`config.mk`:
```
export PLATFORM = sky130hd
export DESIGN_NAME = rotate_sum_checksum_set_flat
export DESIGN_NICKNAME = d
export VERILOG_FILES = /design/src/hw/rtl/rss_pkg.sv /design/src/hw/rtl/rss_if.sv /design/src/hw/rtl/rss_front.sv /design/src/hw/rtl/rss_queue.sv /design/src/hw/rtl/rss_back.sv /design/src/hw/rtl/rotate_sum_checksum_set.sv /design/src/flat_wrapper.sv
export SDC_FILE = /design/constraint.sdc
export NUM_CORES = 1
export LEC_CHECK = 0
export BUFFER_PORTS_ARGS = -buffer_cell sky130_fd_sc_hd__buf_2
export CAP_MARGIN = 10
export CORE_MARGIN = 2
export CORE_UTILIZATION = 50
export CTS_CLUSTER_SIZE = 10
export DETAILED_ROUTE_END_ITERATION = 6
export PLACE_DENSITY = 0.71
export SETUP_SLACK_MARGIN = 0.02
export SYNTH_ARGS = -nofsm -noshare
export SYNTH_HDL_FRONTEND = slang
export SYNTH_HIERARCHICAL = 1
export SYNTH_SLANG_ARGS = --single-unit
```
`constraint.sdc`:
```
create_clock -name clock -period 8 [get_ports clock]
set_input_delay 0.4 -clock clock [delete_from_list [all_inputs] [get_ports clock]]
set_output_delay 0.4 -clock clock [all_outputs]
set_load 0.1 [all_outputs]
```
`src/hw/rtl/rss_pkg.sv`:
```
// Package for the rotate-sum checksum set: codes, command type, rotate-add.
// No dependencies; used by every other file of the block but the macro header.
`timescale 1ns / 1ps

package rss_pkg;

   localparam int SUM_W        = 16;
   localparam int BYTE_W       = 8;
   localparam int WORD_W       = 32;
   localparam int CSR_INDEX_W  = 1;
   localparam int QUEUE_DEPTH_DEF = 2;

   // Input function codes
   typedef enum logic [1:0] {
      FUNC_DATA        = 2'd0,
      FUNC_REPORT      = 2'd1,
      FUNC_CLEAR_EXTRA = 2'd2
   } func_type;

   // Section codes
   typedef enum logic [2:0] {
      SEC_HEADER   = 3'd0,
      SEC_SOLUTION = 3'd1,
      SEC_GRID     = 3'd2,
      SEC_TEXT     = 3'd3,
      SEC_EXTRA    = 3'd4
   } section_type;

   // Configuration register indexes
   typedef enum logic [CSR_INDEX_W-1:0] {
      CSR_MASK_LOW  = 1'b0,
      CSR_MASK_HIGH = 1'b1
   } csr_index_type;

   // Operation carried from front to back
   typedef enum logic [1:0] {
      OP_ADD         = 2'd0,
      OP_REPORT      = 2'd1,
      OP_CLEAR_EXTRA = 2'd2
   } op_type;

   // Which running sums a data byte updates
   typedef struct packed {
      logic header;
      logic solution;
      logic grid;
      logic secondary;
      logic primary;
      logic extra;
   } sum_hit_type;

   typedef struct packed {
      op_type             op;
      sum_hit_type        hit;
      logic [BYTE_W-1:0]  data;
   } cmd_type;

   // Rotate right by one within 16 bits, then add the byte
   function automatic logic [SUM_W-1:0] rot_add(input logic [SUM_W-1:0] s,
                                                input logic [BYTE_W-1:0] b);
      logic [SUM_W-1:0] r;
      r = {s[0], s[SUM_W-1:1]};
      return r + {{(SUM_W-BYTE_W){1'b0}}, b};
   endfunction

endpackage

```
`src/hw/rtl/rss_if.sv`:
```
// Channel interfaces for the rotate-sum checksum set: request, response, CSR write.
// Depends on rss_pkg.
`timescale 1ns / 1ps

interface rss_req_if;
   import rss_pkg::*;
   logic                valid;
   logic                ready;
   logic [1:0]          func;
   logic [2:0]          section;
   logic [BYTE_W-1:0]   data_byte;

   modport source (output valid, func, section, data_byte, input ready);
   modport sink   (input valid, func, section, data_byte, output ready);
endinterface

interface rss_rsp_if;
   import rss_pkg::*;
   logic                valid;
   logic                ready;
   logic [SUM_W-1:0]    header_sum;
   logic [SUM_W-1:0]    solution_sum;
   logic [SUM_W-1:0]    grid_sum;
   logic [SUM_W-1:0]    secondary_sum;
   logic [SUM_W-1:0]    primary_sum;
   logic [SUM_W-1:0]    extra_sum;
   logic [WORD_W-1:0]   magic_low_word;
   logic [WORD_W-1:0]   magic_high_word;

   modport source (output valid, header_sum, solution_sum, grid_sum, secondary_sum,
                   primary_sum, extra_sum, magic_low_word, magic_high_word,
                   input ready);
   modport sink   (input valid, header_sum, solution_sum, grid_sum, secondary_sum,
                   primary_sum, extra_sum, magic_low_word, magic_high_word,
                   output ready);
endinterface

interface rss_csr_if;
   import rss_pkg::*;
   logic                    valid;
   logic                    ready;
   logic [CSR_INDEX_W-1:0]  index;
   logic [WORD_W-1:0]       data;

   modport source (output valid, index, data, input ready);
   modport sink   (input valid, index, data, output ready);
endinterface

```
`src/hw/rtl/rss_front.sv`:
```
// Front end: accepts requests, classifies them into commands for the queue.
// Depends on rss_pkg and rss_if; drops requests that change nothing.
`timescale 1ns / 1ps

module rss_front (
   rss_req_if.sink          req_ch,
   output logic             push_valid,
   input  logic             push_ready,
   output rss_pkg::cmd_type push_cmd
);
   import rss_pkg::*;

   logic        useful;
   sum_hit_type hit;
   op_type      op;

   // Accept whenever the queue has room
   assign req_ch.ready = push_ready;

   // Decode the section into the set of sums it feeds
   always_comb begin
      hit = '0;
      case (req_ch.section)
         SEC_HEADER: begin
            hit.header  = 1'b1;
            hit.primary = 1'b1;
         end
         SEC_SOLUTION: begin
            hit.solution = 1'b1;
            hit.primary  = 1'b1;
         end
         SEC_GRID: begin
            hit.grid    = 1'b1;
            hit.primary = 1'b1;
         end
         SEC_TEXT: begin
            hit.secondary = 1'b1;
            hit.primary   = 1'b1;
         end
         SEC_EXTRA: begin
            hit.extra = 1'b1;
         end
         default: begin
            hit = '0;
         end
      endcase
   end

   // Classify the function; unused codes and unused sections are dropped
   always_comb begin
      op     = OP_ADD;
      useful = 1'b0;
      case (req_ch.func)
         FUNC_DATA: begin
            op     = OP_ADD;
            useful = (hit != '0);
         end
         FUNC_REPORT: begin
            op     = OP_REPORT;
            useful = 1'b1;
         end
         FUNC_CLEAR_EXTRA: begin
            op     = OP_CLEAR_EXTRA;
            useful = 1'b1;
         end
         default: begin
            op     = OP_ADD;
            useful = 1'b0;
         end
      endcase
   end

   assign push_valid    = req_ch.valid && useful;
   assign push_cmd.op   = op;
   assign push_cmd.hit  = hit;
   assign push_cmd.data = req_ch.data_byte;

endmodule

```
`src/hw/rtl/rss_queue.sv`:
```
// Short command queue between front and back ends.
// Depends on rss_pkg; depth set by the DEPTH parameter (at least 2).
`timescale 1ns / 1ps

module rss_queue #(
   parameter int DEPTH = rss_pkg::QUEUE_DEPTH_DEF
) (
   input  logic             clock,
   input  logic             reset,
   input  logic             push_valid,
   output logic             push_ready,
   input  rss_pkg::cmd_type push_cmd,
   output logic             pop_valid,
   input  logic             pop_ready,
   output rss_pkg::cmd_type pop_cmd
);
   import rss_pkg::*;

   localparam int PTR_W   = $clog2(DEPTH);
   localparam int COUNT_W = $clog2(DEPTH + 1);

   cmd_type              entry_ff [DEPTH];
   logic [PTR_W-1:0]     wr_ptr_ff, wr_ptr_in;
   logic [PTR_W-1:0]     rd_ptr_ff, rd_ptr_in;
   logic [COUNT_W-1:0]   count_ff, count_in;
   logic                 push_fire;
   logic                 pop_fire;

   assign push_ready = (count_ff != COUNT_W'(DEPTH));
   assign pop_valid  = (count_ff != '0);
   assign pop_cmd    = entry_ff[rd_ptr_ff];
   assign push_fire  = push_valid && push_ready;
   assign pop_fire   = pop_valid && pop_ready;

   // Advance pointers and occupancy
   always_comb begin
      wr_ptr_in = wr_ptr_ff;
      rd_ptr_in = rd_ptr_ff;
      count_in  = count_ff;
      if (push_fire) begin
         wr_ptr_in = (wr_ptr_ff == PTR_W'(DEPTH - 1)) ? '0 : wr_ptr_ff + 1'b1;
      end
      if (pop_fire) begin
         rd_ptr_in = (rd_ptr_ff == PTR_W'(DEPTH - 1)) ? '0 : rd_ptr_ff + 1'b1;
      end
      if (push_fire && !pop_fire) begin
         count_in = count_ff + 1'b1;
      end else if (pop_fire && !push_fire) begin
         count_in = count_ff - 1'b1;
      end
   end

   always_ff @(posedge clock) begin
      if (reset) begin
         wr_ptr_ff <= '0;
         rd_ptr_ff <= '0;
         count_ff  <= '0;
      end else begin
         wr_ptr_ff <= wr_ptr_in;
         rd_ptr_ff <= rd_ptr_in;
         count_ff  <= count_in;
      end
   end

   // Write storage
   always_ff @(posedge clock) begin
      if (push_fire) begin
         entry_ff[wr_ptr_ff] <= push_cmd;
      end
   end

endmodule

```
`src/hw/rtl/rss_back.sv`:
```
// Back end: running sums, mask registers and the response output register.
// Depends on rss_pkg and rss_if.
`timescale 1ns / 1ps

module rss_back (
   input  logic             clock,
   input  logic             reset,
   input  logic             pop_valid,
   output logic             pop_ready,
   input  rss_pkg::cmd_type pop_cmd,
   rss_csr_if.sink          csr_ch,
   rss_rsp_if.source        rsp_ch
);
   import rss_pkg::*;

   logic [SUM_W-1:0]  header_ff, header_in;
   logic [SUM_W-1:0]  solution_ff, solution_in;
   logic [SUM_W-1:0]  grid_ff, grid_in;
   logic [SUM_W-1:0]  secondary_ff, secondary_in;
   logic [SUM_W-1:0]  primary_ff, primary_in;
   logic [SUM_W-1:0]  extra_ff, extra_in;
   logic [WORD_W-1:0] mask_low_ff, mask_high_ff;

   logic              rsp_valid_ff, rsp_valid_in;
   logic [SUM_W-1:0]  out_header_ff, out_solution_ff, out_grid_ff;
   logic [SUM_W-1:0]  out_secondary_ff, out_primary_ff, out_extra_ff;
   logic [WORD_W-1:0] out_magic_low_ff, out_magic_high_ff;

   logic              out_free;
   logic              fire;
   logic              report_fire;

   // A report needs a free output slot; other commands always proceed
   assign out_free    = !rsp_valid_ff || rsp_ch.ready;
   assign pop_ready   = out_free || (pop_cmd.op != OP_REPORT);
   assign fire        = pop_valid && pop_ready;
   assign report_fire = fire && (pop_cmd.op == OP_REPORT);

   // Update running sums
   always_comb begin
      header_in    = header_ff;
      solution_in  = solution_ff;
      grid_in      = grid_ff;
      secondary_in = secondary_ff;
      primary_in   = primary_ff;
      extra_in     = extra_ff;
      if (fire) begin
         case (pop_cmd.op)
            OP_ADD: begin
               if (pop_cmd.hit.header)    header_in    = rot_add(header_ff, pop_cmd.data);
               if (pop_cmd.hit.solution)  solution_in  = rot_add(solution_ff, pop_cmd.data);
               if (pop_cmd.hit.grid)      grid_in      = rot_add(grid_ff, pop_cmd.data);
               if (pop_cmd.hit.secondary) secondary_in = rot_add(secondary_ff, pop_cmd.data);
               if (pop_cmd.hit.primary)   primary_in   = rot_add(primary_ff, pop_cmd.data);
               if (pop_cmd.hit.extra)     extra_in     = rot_add(extra_ff, pop_cmd.data);
            end
            OP_REPORT: begin
               header_in    = '0;
               solution_in  = '0;
               grid_in      = '0;
               secondary_in = '0;
               primary_in   = '0;
               extra_in     = '0;
            end
            OP_CLEAR_EXTRA: begin
               extra_in = '0;
            end
            default: begin
               extra_in = extra_ff;
            end
         endcase
      end
   end

   always_ff @(posedge clock) begin
      if (reset) begin
         header_ff    <= '0;
         solution_ff  <= '0;
         grid_ff      <= '0;
         secondary_ff <= '0;
         primary_ff   <= '0;
         extra_ff     <= '0;
      end else begin
         header_ff    <= header_in;
         solution_ff  <= solution_in;
         grid_ff      <= grid_in;
         secondary_ff <= secondary_in;
         primary_ff   <= primary_in;
         extra_ff     <= extra_in;
      end
   end

   // Mask registers; writes are always taken
   assign csr_ch.ready = 1'b1;

   always_ff @(posedge clock) begin
      if (reset) begin
         mask_low_ff  <= '0;
         mask_high_ff <= '0;
      end else if (csr_ch.valid) begin
         case (csr_ch.index)
            CSR_MASK_LOW:  mask_low_ff  <= csr_ch.data;
            CSR_MASK_HIGH: mask_high_ff <= csr_ch.data;
            default: begin
               mask_low_ff <= mask_low_ff;
            end
         endcase
      end
   end

   // Hold a result until taken
   always_comb begin
      rsp_valid_in = rsp_valid_ff;
      if (report_fire) begin
         rsp_valid_in = 1'b1;
      end else if (rsp_ch.ready) begin
         rsp_valid_in = 1'b0;
      end
   end

   always_ff @(posedge clock) begin
      if (reset) begin
         rsp_valid_ff <= 1'b0;
      end else begin
         rsp_valid_ff <= rsp_valid_in;
      end
   end

   // Capture sums and magic words on a report
   always_ff @(posedge clock) begin
      if (report_fire) begin
         out_header_ff     <= header_ff;
         out_solution_ff   <= solution_ff;
         out_grid_ff       <= grid_ff;
         out_secondary_ff  <= secondary_ff;
         out_primary_ff    <= primary_ff;
         out_extra_ff      <= extra_ff;
         out_magic_low_ff  <= {secondary_ff[7:0], grid_ff[7:0],
                               solution_ff[7:0], header_ff[7:0]} ^ mask_low_ff;
         out_magic_high_ff <= {secondary_ff[15:8], grid_ff[15:8],
                               solution_ff[15:8], header_ff[15:8]} ^ mask_high_ff;
      end
   end

   assign rsp_ch.valid           = rsp_valid_ff;
   assign rsp_ch.header_sum      = out_header_ff;
   assign rsp_ch.solution_sum    = out_solution_ff;
   assign rsp_ch.grid_sum        = out_grid_ff;
   assign rsp_ch.secondary_sum   = out_secondary_ff;
   assign rsp_ch.primary_sum     = out_primary_ff;
   assign rsp_ch.extra_sum       = out_extra_ff;
   assign rsp_ch.magic_low_word  = out_magic_low_ff;
   assign rsp_ch.magic_high_word = out_magic_high_ff;

endmodule

```
`src/hw/rtl/rotate_sum_checksum_set.sv`:
```
// Path: a report request is written into the command queue, then its result is
// captured in the response output register. Throughput: one request per cycle,
// set by the back-end rotate-add, while the queue has room; reports wait on a held result.
// Reset (synchronous, active high) clears all sums, both masks, the command
// queue and the response valid; no clearing pass.
`timescale 1ns / 1ps

module rotate_sum_checksum_set #(
   parameter int QUEUE_DEPTH = rss_pkg::QUEUE_DEPTH_DEF
) (
   input  logic       clock,
   input  logic       reset,
   rss_req_if.sink    req_ch,
   rss_csr_if.sink    csr_ch,
   rss_rsp_if.source  rsp_ch
);
   import rss_pkg::*;

   logic    push_valid, push_ready;
   cmd_type push_cmd;
   logic    pop_valid, pop_ready;
   cmd_type pop_cmd;

   // Classify requests
   rss_front u_front (
      .req_ch     (req_ch),
      .push_valid (push_valid),
      .push_ready (push_ready),
      .push_cmd   (push_cmd)
   );

   // Decouple front and back
   rss_queue #(
      .DEPTH (QUEUE_DEPTH)
   ) u_queue (
      .clock      (clock),
      .reset      (reset),
      .push_valid (push_valid),
      .push_ready (push_ready),
      .push_cmd   (push_cmd),
      .pop_valid  (pop_valid),
      .pop_ready  (pop_ready),
      .pop_cmd    (pop_cmd)
   );

   // Execute commands and drive results
   rss_back u_back (
      .clock     (clock),
      .reset     (reset),
      .pop_valid (pop_valid),
      .pop_ready (pop_ready),
      .pop_cmd   (pop_cmd),
      .csr_ch    (csr_ch),
      .rsp_ch    (rsp_ch)
   );

endmodule

```
`src/flat_wrapper.sv`:
```
// flat-port wrapper written by rule: the top's interface ports become plain ports
module rotate_sum_checksum_set_flat import rss_pkg::*;
#(
   parameter int QUEUE_DEPTH = rss_pkg::QUEUE_DEPTH_DEF
)
  (clock, reset, req_ch_valid, req_ch_func, req_ch_section, req_ch_data_byte, req_ch_ready, csr_ch_valid, csr_ch_index, csr_ch_data, csr_ch_ready, rsp_ch_valid, rsp_ch_header_sum, rsp_ch_solution_sum, rsp_ch_grid_sum, rsp_ch_secondary_sum, rsp_ch_primary_sum, rsp_ch_extra_sum, rsp_ch_magic_low_word, rsp_ch_magic_high_word, rsp_ch_ready);
  rss_req_if req_ch_i ();
  rss_csr_if csr_ch_i ();
  rss_rsp_if rsp_ch_i ();
  input  logic clock;
  input  logic reset;
  input wire logic [$bits(req_ch_i.valid)-1:0] req_ch_valid;
  input wire logic [$bits(req_ch_i.func)-1:0] req_ch_func;
  input wire logic [$bits(req_ch_i.section)-1:0] req_ch_section;
  input wire logic [$bits(req_ch_i.data_byte)-1:0] req_ch_data_byte;
  output wire logic [$bits(req_ch_i.ready)-1:0] req_ch_ready;
  input wire logic [$bits(csr_ch_i.valid)-1:0] csr_ch_valid;
  input wire logic [$bits(csr_ch_i.index)-1:0] csr_ch_index;
  input wire logic [$bits(csr_ch_i.data)-1:0] csr_ch_data;
  output wire logic [$bits(csr_ch_i.ready)-1:0] csr_ch_ready;
  output wire logic [$bits(rsp_ch_i.valid)-1:0] rsp_ch_valid;
  output wire logic [$bits(rsp_ch_i.header_sum)-1:0] rsp_ch_header_sum;
  output wire logic [$bits(rsp_ch_i.solution_sum)-1:0] rsp_ch_solution_sum;
  output wire logic [$bits(rsp_ch_i.grid_sum)-1:0] rsp_ch_grid_sum;
  output wire logic [$bits(rsp_ch_i.secondary_sum)-1:0] rsp_ch_secondary_sum;
  output wire logic [$bits(rsp_ch_i.primary_sum)-1:0] rsp_ch_primary_sum;
  output wire logic [$bits(rsp_ch_i.extra_sum)-1:0] rsp_ch_extra_sum;
  output wire logic [$bits(rsp_ch_i.magic_low_word)-1:0] rsp_ch_magic_low_word;
  output wire logic [$bits(rsp_ch_i.magic_high_word)-1:0] rsp_ch_magic_high_word;
  input wire logic [$bits(rsp_ch_i.ready)-1:0] rsp_ch_ready;
  assign req_ch_i.valid = req_ch_valid;
  assign req_ch_i.func = req_ch_func;
  assign req_ch_i.section = req_ch_section;
  assign req_ch_i.data_byte = req_ch_data_byte;
  assign req_ch_ready = req_ch_i.ready;
  assign csr_ch_i.valid = csr_ch_valid;
  assign csr_ch_i.index = csr_ch_index;
  assign csr_ch_i.data = csr_ch_data;
  assign csr_ch_ready = csr_ch_i.ready;
  assign rsp_ch_valid = rsp_ch_i.valid;
  assign rsp_ch_header_sum = rsp_ch_i.header_sum;
  assign rsp_ch_solution_sum = rsp_ch_i.solution_sum;
  assign rsp_ch_grid_sum = rsp_ch_i.grid_sum;
  assign rsp_ch_secondary_sum = rsp_ch_i.secondary_sum;
  assign rsp_ch_primary_sum = rsp_ch_i.primary_sum;
  assign rsp_ch_extra_sum = rsp_ch_i.extra_sum;
  assign rsp_ch_magic_low_word = rsp_ch_i.magic_low_word;
  assign rsp_ch_magic_high_word = rsp_ch_i.magic_high_word;
  assign rsp_ch_i.ready = rsp_ch_ready;
  rotate_sum_checksum_set #(.QUEUE_DEPTH(QUEUE_DEPTH)) u_core (.clock(clock), .reset(reset), .req_ch(req_ch_i), .csr_ch(csr_ch_i), .rsp_ch(rsp_ch_i));
endmodule
```
# After elaboration in Yosys (flattened, before gate mapping)
# Memories as Yosys holds them, arrays and structs flattened. A register that Yosys moved wholly into a read port is not among the register bits.
# Cells that the tools add are included.
# totals
in_bits	51
register_bits	325
mem_bits_rw	32
n_memories	1
elab_cells	111
# classes
n_mux	30
n_eq_ne	16
bitwise_logic	3
n_addsub	10
reduce_logical	31
# memory_table
name	depth	word_bits	rd	rd_ports_with_merged_regs	write_ports	line	source
u_core.u_queue.entry_ff	2	16	1	1	1	rss_queue.sv:22	cmd_type entry_ff [DEPTH];
# ops
cell	count
case mux 16 bit (2 select lines)	6
adder 16 x 8 -> 16 bit	6
two-way mux 16 bit	6
bitwise XOR 32 bit	2
AND reduction 3 bit	6
two-way mux 1 bit	14
inequality test 2 x 1 -> 1 bit (second input constant)	7
nonzero test 2 bit	5
equality test 3 x 2 -> 1 bit (second input constant)	2
logical AND 1 bit	6
nonzero test 6 bit	1
equality test 2 x 1 -> 1 bit (second input constant)	2
equality test 2 bit (second input constant)	2
logical NOT 2 bit	2
two-way mux 2 bit	2
case mux 2 bit (2 select lines)	1
AND reduction 2 bit	2
OR reduction 2 bit	2
OR reduction 4 bit	1
equality test 3 x 1 -> 1 bit (second input constant)	1
equality test 3 bit (second input constant)	1
logical NOT 1 bit	3
logical NOT 3 bit	1
adder 1 bit (second input constant)	2
6 further kinds	7

# Longest topological paths before layout
# depth
depth_word	11
mapped_depth	13

# Modules after synthesis
# Netlist, hierarchy kept.
# by_module_without_submodules
mod	cells_each	instances	area_per_inst_um2	seq_area_each_um2
rss_back	1285	1	13867.0	8027.7
rss_queue	74	1	1376.3	1061.0
rss_front	25	1	187.7	0.0

# Worst setup path after synthesis
# No wires, ideal clock.
# synth_path
path_type	register to register
start	register (tool-made name)
end	register u_core.u_back.out_extra_ff[0], in the netlist u_core/u_back/rsp_ch.extra_sum[0], enable pin
path_stages_with_launch	9
arrival_ns	5.498
t_required_ns	7.460
path_slack_ns	1.962
path_cell_list	dfxtp_1 buf_2 mux2_2 inv_1 ha_1 buf_4 clkbuf_1 clkbuf_1 and3_1
# synth_rtl
item	line	source
end signal: assignment	rss_back.sv:137	out_extra_ff <= extra_ff;
end: declaration	rss_back.sv:26	logic [SUM_W-1:0] out_secondary_ff, out_primary_ff, out_extra_ff;

==> impl_metrics.toml <==
[sta]
rsz0062_at_grt = "false"
finClkSkew_ns = 0.0225
max_clock_freq_ghz = 0.261
hold_ws_ns = 0.0637
slew_headroom_pct = 36.4
hold_viol = 0
tightest_slew_ns = 0.949
fin_tns_setup_ns = 0
setup_viol = 0
slew_violations = 0
finalCritPeriodShare_pct = 47.9
min_period_ns = 3.83

[worst_setup_path]
cp_slowest_cell = "dfxtp_1"
r2r-end = "u_core/u_back/rsp_ch.header_sum[9]"
cp.buffers_inverters = 2
r2r_cells = 5
critPathLaunchType = "flip-flop"
worst_ep_required_time_ns = 8.13
r2r_slack_ns = 4.17
arrival_ns = 3.96
path_cells = "mux2_2 -> inv_1 -> ha_2 -> and3_4 -> buf_4"
worst-path-stages = 5
critPathTopFamily = "buffers and inverters"
cp_slowest_stage_delay_ns = 0.77
cp-end-kind = "flip-flop"
cp_max_fo = 63
criticalPathCategory = "flip-flop to flip-flop"

[cts]
post_cts_buffers = 0
clk_latency_ns = 0.53
cts_resized = 0
cts-root-buf = "clkbuf_16"
numCtsBuffers = 42
clock_path_buffers = 3
numClockSinks = 358
cts_max_level = 2
cts_hold_buf = 0
clk_pin_slew_worst_paths_ns = 0.05
cts_tree = "yes"

[finish]
diodes = 0
area_growth_pct = 16.5
drive_gt1_share_pct = 18.8
nets = 1695

[hold_path]
min_path_cells = 1
holdPathEnd = "u_core/u_queue/entry_ff[1][7]"
min_path_type = "primary input to flip-flop"
min_from = "req_ch_data_byte[7]"

[yosys]
ys_ff_latch = 358
syn_avg_cell_area_um2 = 11.1
synthArstFlopShare_pct = 0
synthCells = 1384
synth_nets = 1496
synth_area_mm2 = 0.0154
yosys_most_used_dff = "edfxtp_1"
ys_seq_area_share_pct = 58.9
ys_warn_count = 6
synth_cell_type_count = 74
synth_edf_count = 192

[global_routing]
grt_max_degree = 72
overflow = 0
grt_use_total_pct = 21.3
antenna_found_initial = 0
grt_pass1_wl_um = 55600
grt_pass1_vias = 10300

[die]
io_pins = 214
rows = 64
core_region_area_mm2 = 0.0305
die_h_um = 180
start_util_pct = 50.6
die_area_mm2 = 0.0323
die_w_um = 180

[place]
port_buffers = 212
dpl.hpwl_um = 23900
gp_congestion = 0.857

[pwr]
p_leak_nw = 7.23
power_density_mw_per_mm2 = 321
ir_drop_mv = 0.169

[routing]
drtIter0Drc = 860
vias_per_cell = 5.54
drt-total-wl_um = 35400
ant_nets = 0
drtPass1Iterations = 5
drc_errors = 0
vias = 11100
routedWlPerCell_um = 17.6

[run_status]
status = "finished, final reports clean"

[job]
drv_cap = 0
[worst register-to-register path, cell delays in order, from the launching register on]
cell     delay, ns
dfxtp_1       0.77
mux2_2        0.41
inv_1         0.08
ha_2          0.72
and3_4        0.66
buf_4         0.75
[state kept, by name, summed over array words and instances, names as in the netlist, 32 cells and up, named ones only]
signal / count
u_core/u_back/rsp_ch.magic_high_word: 32
u_core/u_back/rsp_ch.magic_low_word: 32
u_core/u_back/mask_high_ff: 32
u_core/u_queue/entry_ff: 32
u_core/u_back/mask_low_ff: 32
[layout by cell type, fill, tap and decap left out, types with 17 or more instances in the layout]
cell	instances
inv_1	27
clkbuf_1	30
a21oi_1	126
nand2b_1	17
a21o_1	17
nand2_1	216
buf_2	211
xnor2_1	17
nor2_1	64
edfxtp_1	192
mux2_2	17
dfxtp_1	166
nand3_1	24
xor2_1	95
o21ai_0	59
nor2b_1	20
nor3_1	22
ha_1	54
clkbuf_16	43
[cell type report]
type / count / area, um2
clock buffer: 74 / 1200
clock inverter: 2 / 12.5
fill: 2555 / 12500
inverter: 28 / 105
multi-input combinational: 932 / 5950
sequential: 358 / 9090
tap: 396 / 495
timing repair buffer: 221 / 1130
[kinds of logic after synthesis]
logic type | share of synthesized area, %
simple gates | 13.3
buf+inv | 2.63
compound gates | 12.2
mux | 1.37
xor+xnor | 6.36
other cells | 0.0243
fa+ha+maj | 5.24
flops | 58.9
[metal layers]
metal,wire length [um],vias up,track usage (%)
met5,0,-,0
met4,714,0,5.46
met3,2140,53,3.69
met2,16400,350,34.5
met1,16100,5393,29.9
li1,-,5346,-
[per-stage QoR]
step	utilization [%]	instances	setup slack, ns	total power [mW]	instance area [um2]
CTS	58.9	2011	4.14	5.81	18000
global route	58.9	2011	3.81	6.01	18000
global placement	55.0	1935	4.23	4.07	16800
detailed placement	55.0	1935	4.17	4.10	16800
finish	58.9	2011	4.17	5.77	18000
floorplan	-	1384	1.96	3.78	15400
[cells in the mapped netlist (3+ instances only)]
cell / count / share of area [%]
o22ai_1: 4 / 0.16
o31ai_1: 5 / 0.24
nor3_1: 22 / 0.71
nand3_1: 24 / 0.78
a211oi_1: 9 / 0.44
a31oi_1: 6 / 0.24
o211ai_1: 12 / 0.58
nand3b_1: 8 / 0.39
nor2b_1: 21 / 0.85
nor2_1: 64 / 1.6
edfxtp_1: 192 / 37
o41ai_1: 4 / 0.23
and3_1: 12 / 0.49
o2111ai_1: 4 / 0.23
mux2_2: 17 / 1.2
dfxtp_1: 166 / 22
a31o_2: 4 / 0.23
a21o_1: 17 / 0.83
clkbuf_1: 49 / 1.2
nor3b_1: 6 / 0.29
o21a_1: 12 / 0.58
or4_1: 4 / 0.19
or2_2: 4 / 0.16
nand4_1: 5 / 0.20
a32o_1: 11 / 0.71
xnor2_1: 17 / 0.96
fa_1: 6 / 0.78
ha_1: 55 / 4.5
a21oi_1: 126 / 4.1
buf_4: 13 / 0.63
nor4_1: 9 / 0.36
buf_2: 3 / 0.097
xor2_1: 95 / 5.4
and2_1: 6 / 0.24
nand2b_1: 17 / 0.69
inv_1: 27 / 0.66
nand2_1: 216 / 5.3
o21ai_0: 59 / 1.9
or3_1: 8 / 0.32
[where the power goes]
group / total (mW) / switching [mW] / internal [mW]
Clock: 1.69 / 0.684 / 1.01
Combinational: 1.78 / 1.38 / 0.402
Sequential: 2.29 / 0.121 / 2.17
Total: 5.77 / 2.18 / 3.59
[worst max path at each step]
stage              start                                endpoint  slack, ns
2_1_floorplan  flip-flop       u_core/u_back/rsp_ch.extra_sum[0]       1.96
3_3_place_gp   flip-flop  u_core/u_back/rsp_ch.secondary_sum[10]       4.23
3_5_place_dp   flip-flop   u_core/u_back/rsp_ch.secondary_sum[9]       4.17
4_1_cts        flip-flop     u_core/u_back/rsp_ch.header_sum[11]       4.14
5_1_grt        flip-flop           u_core/u_back/secondary_ff[8]       3.81
6_report       flip-flop      u_core/u_back/rsp_ch.header_sum[9]       4.17
Note: power is estimated with default switching activity, not from simulation.
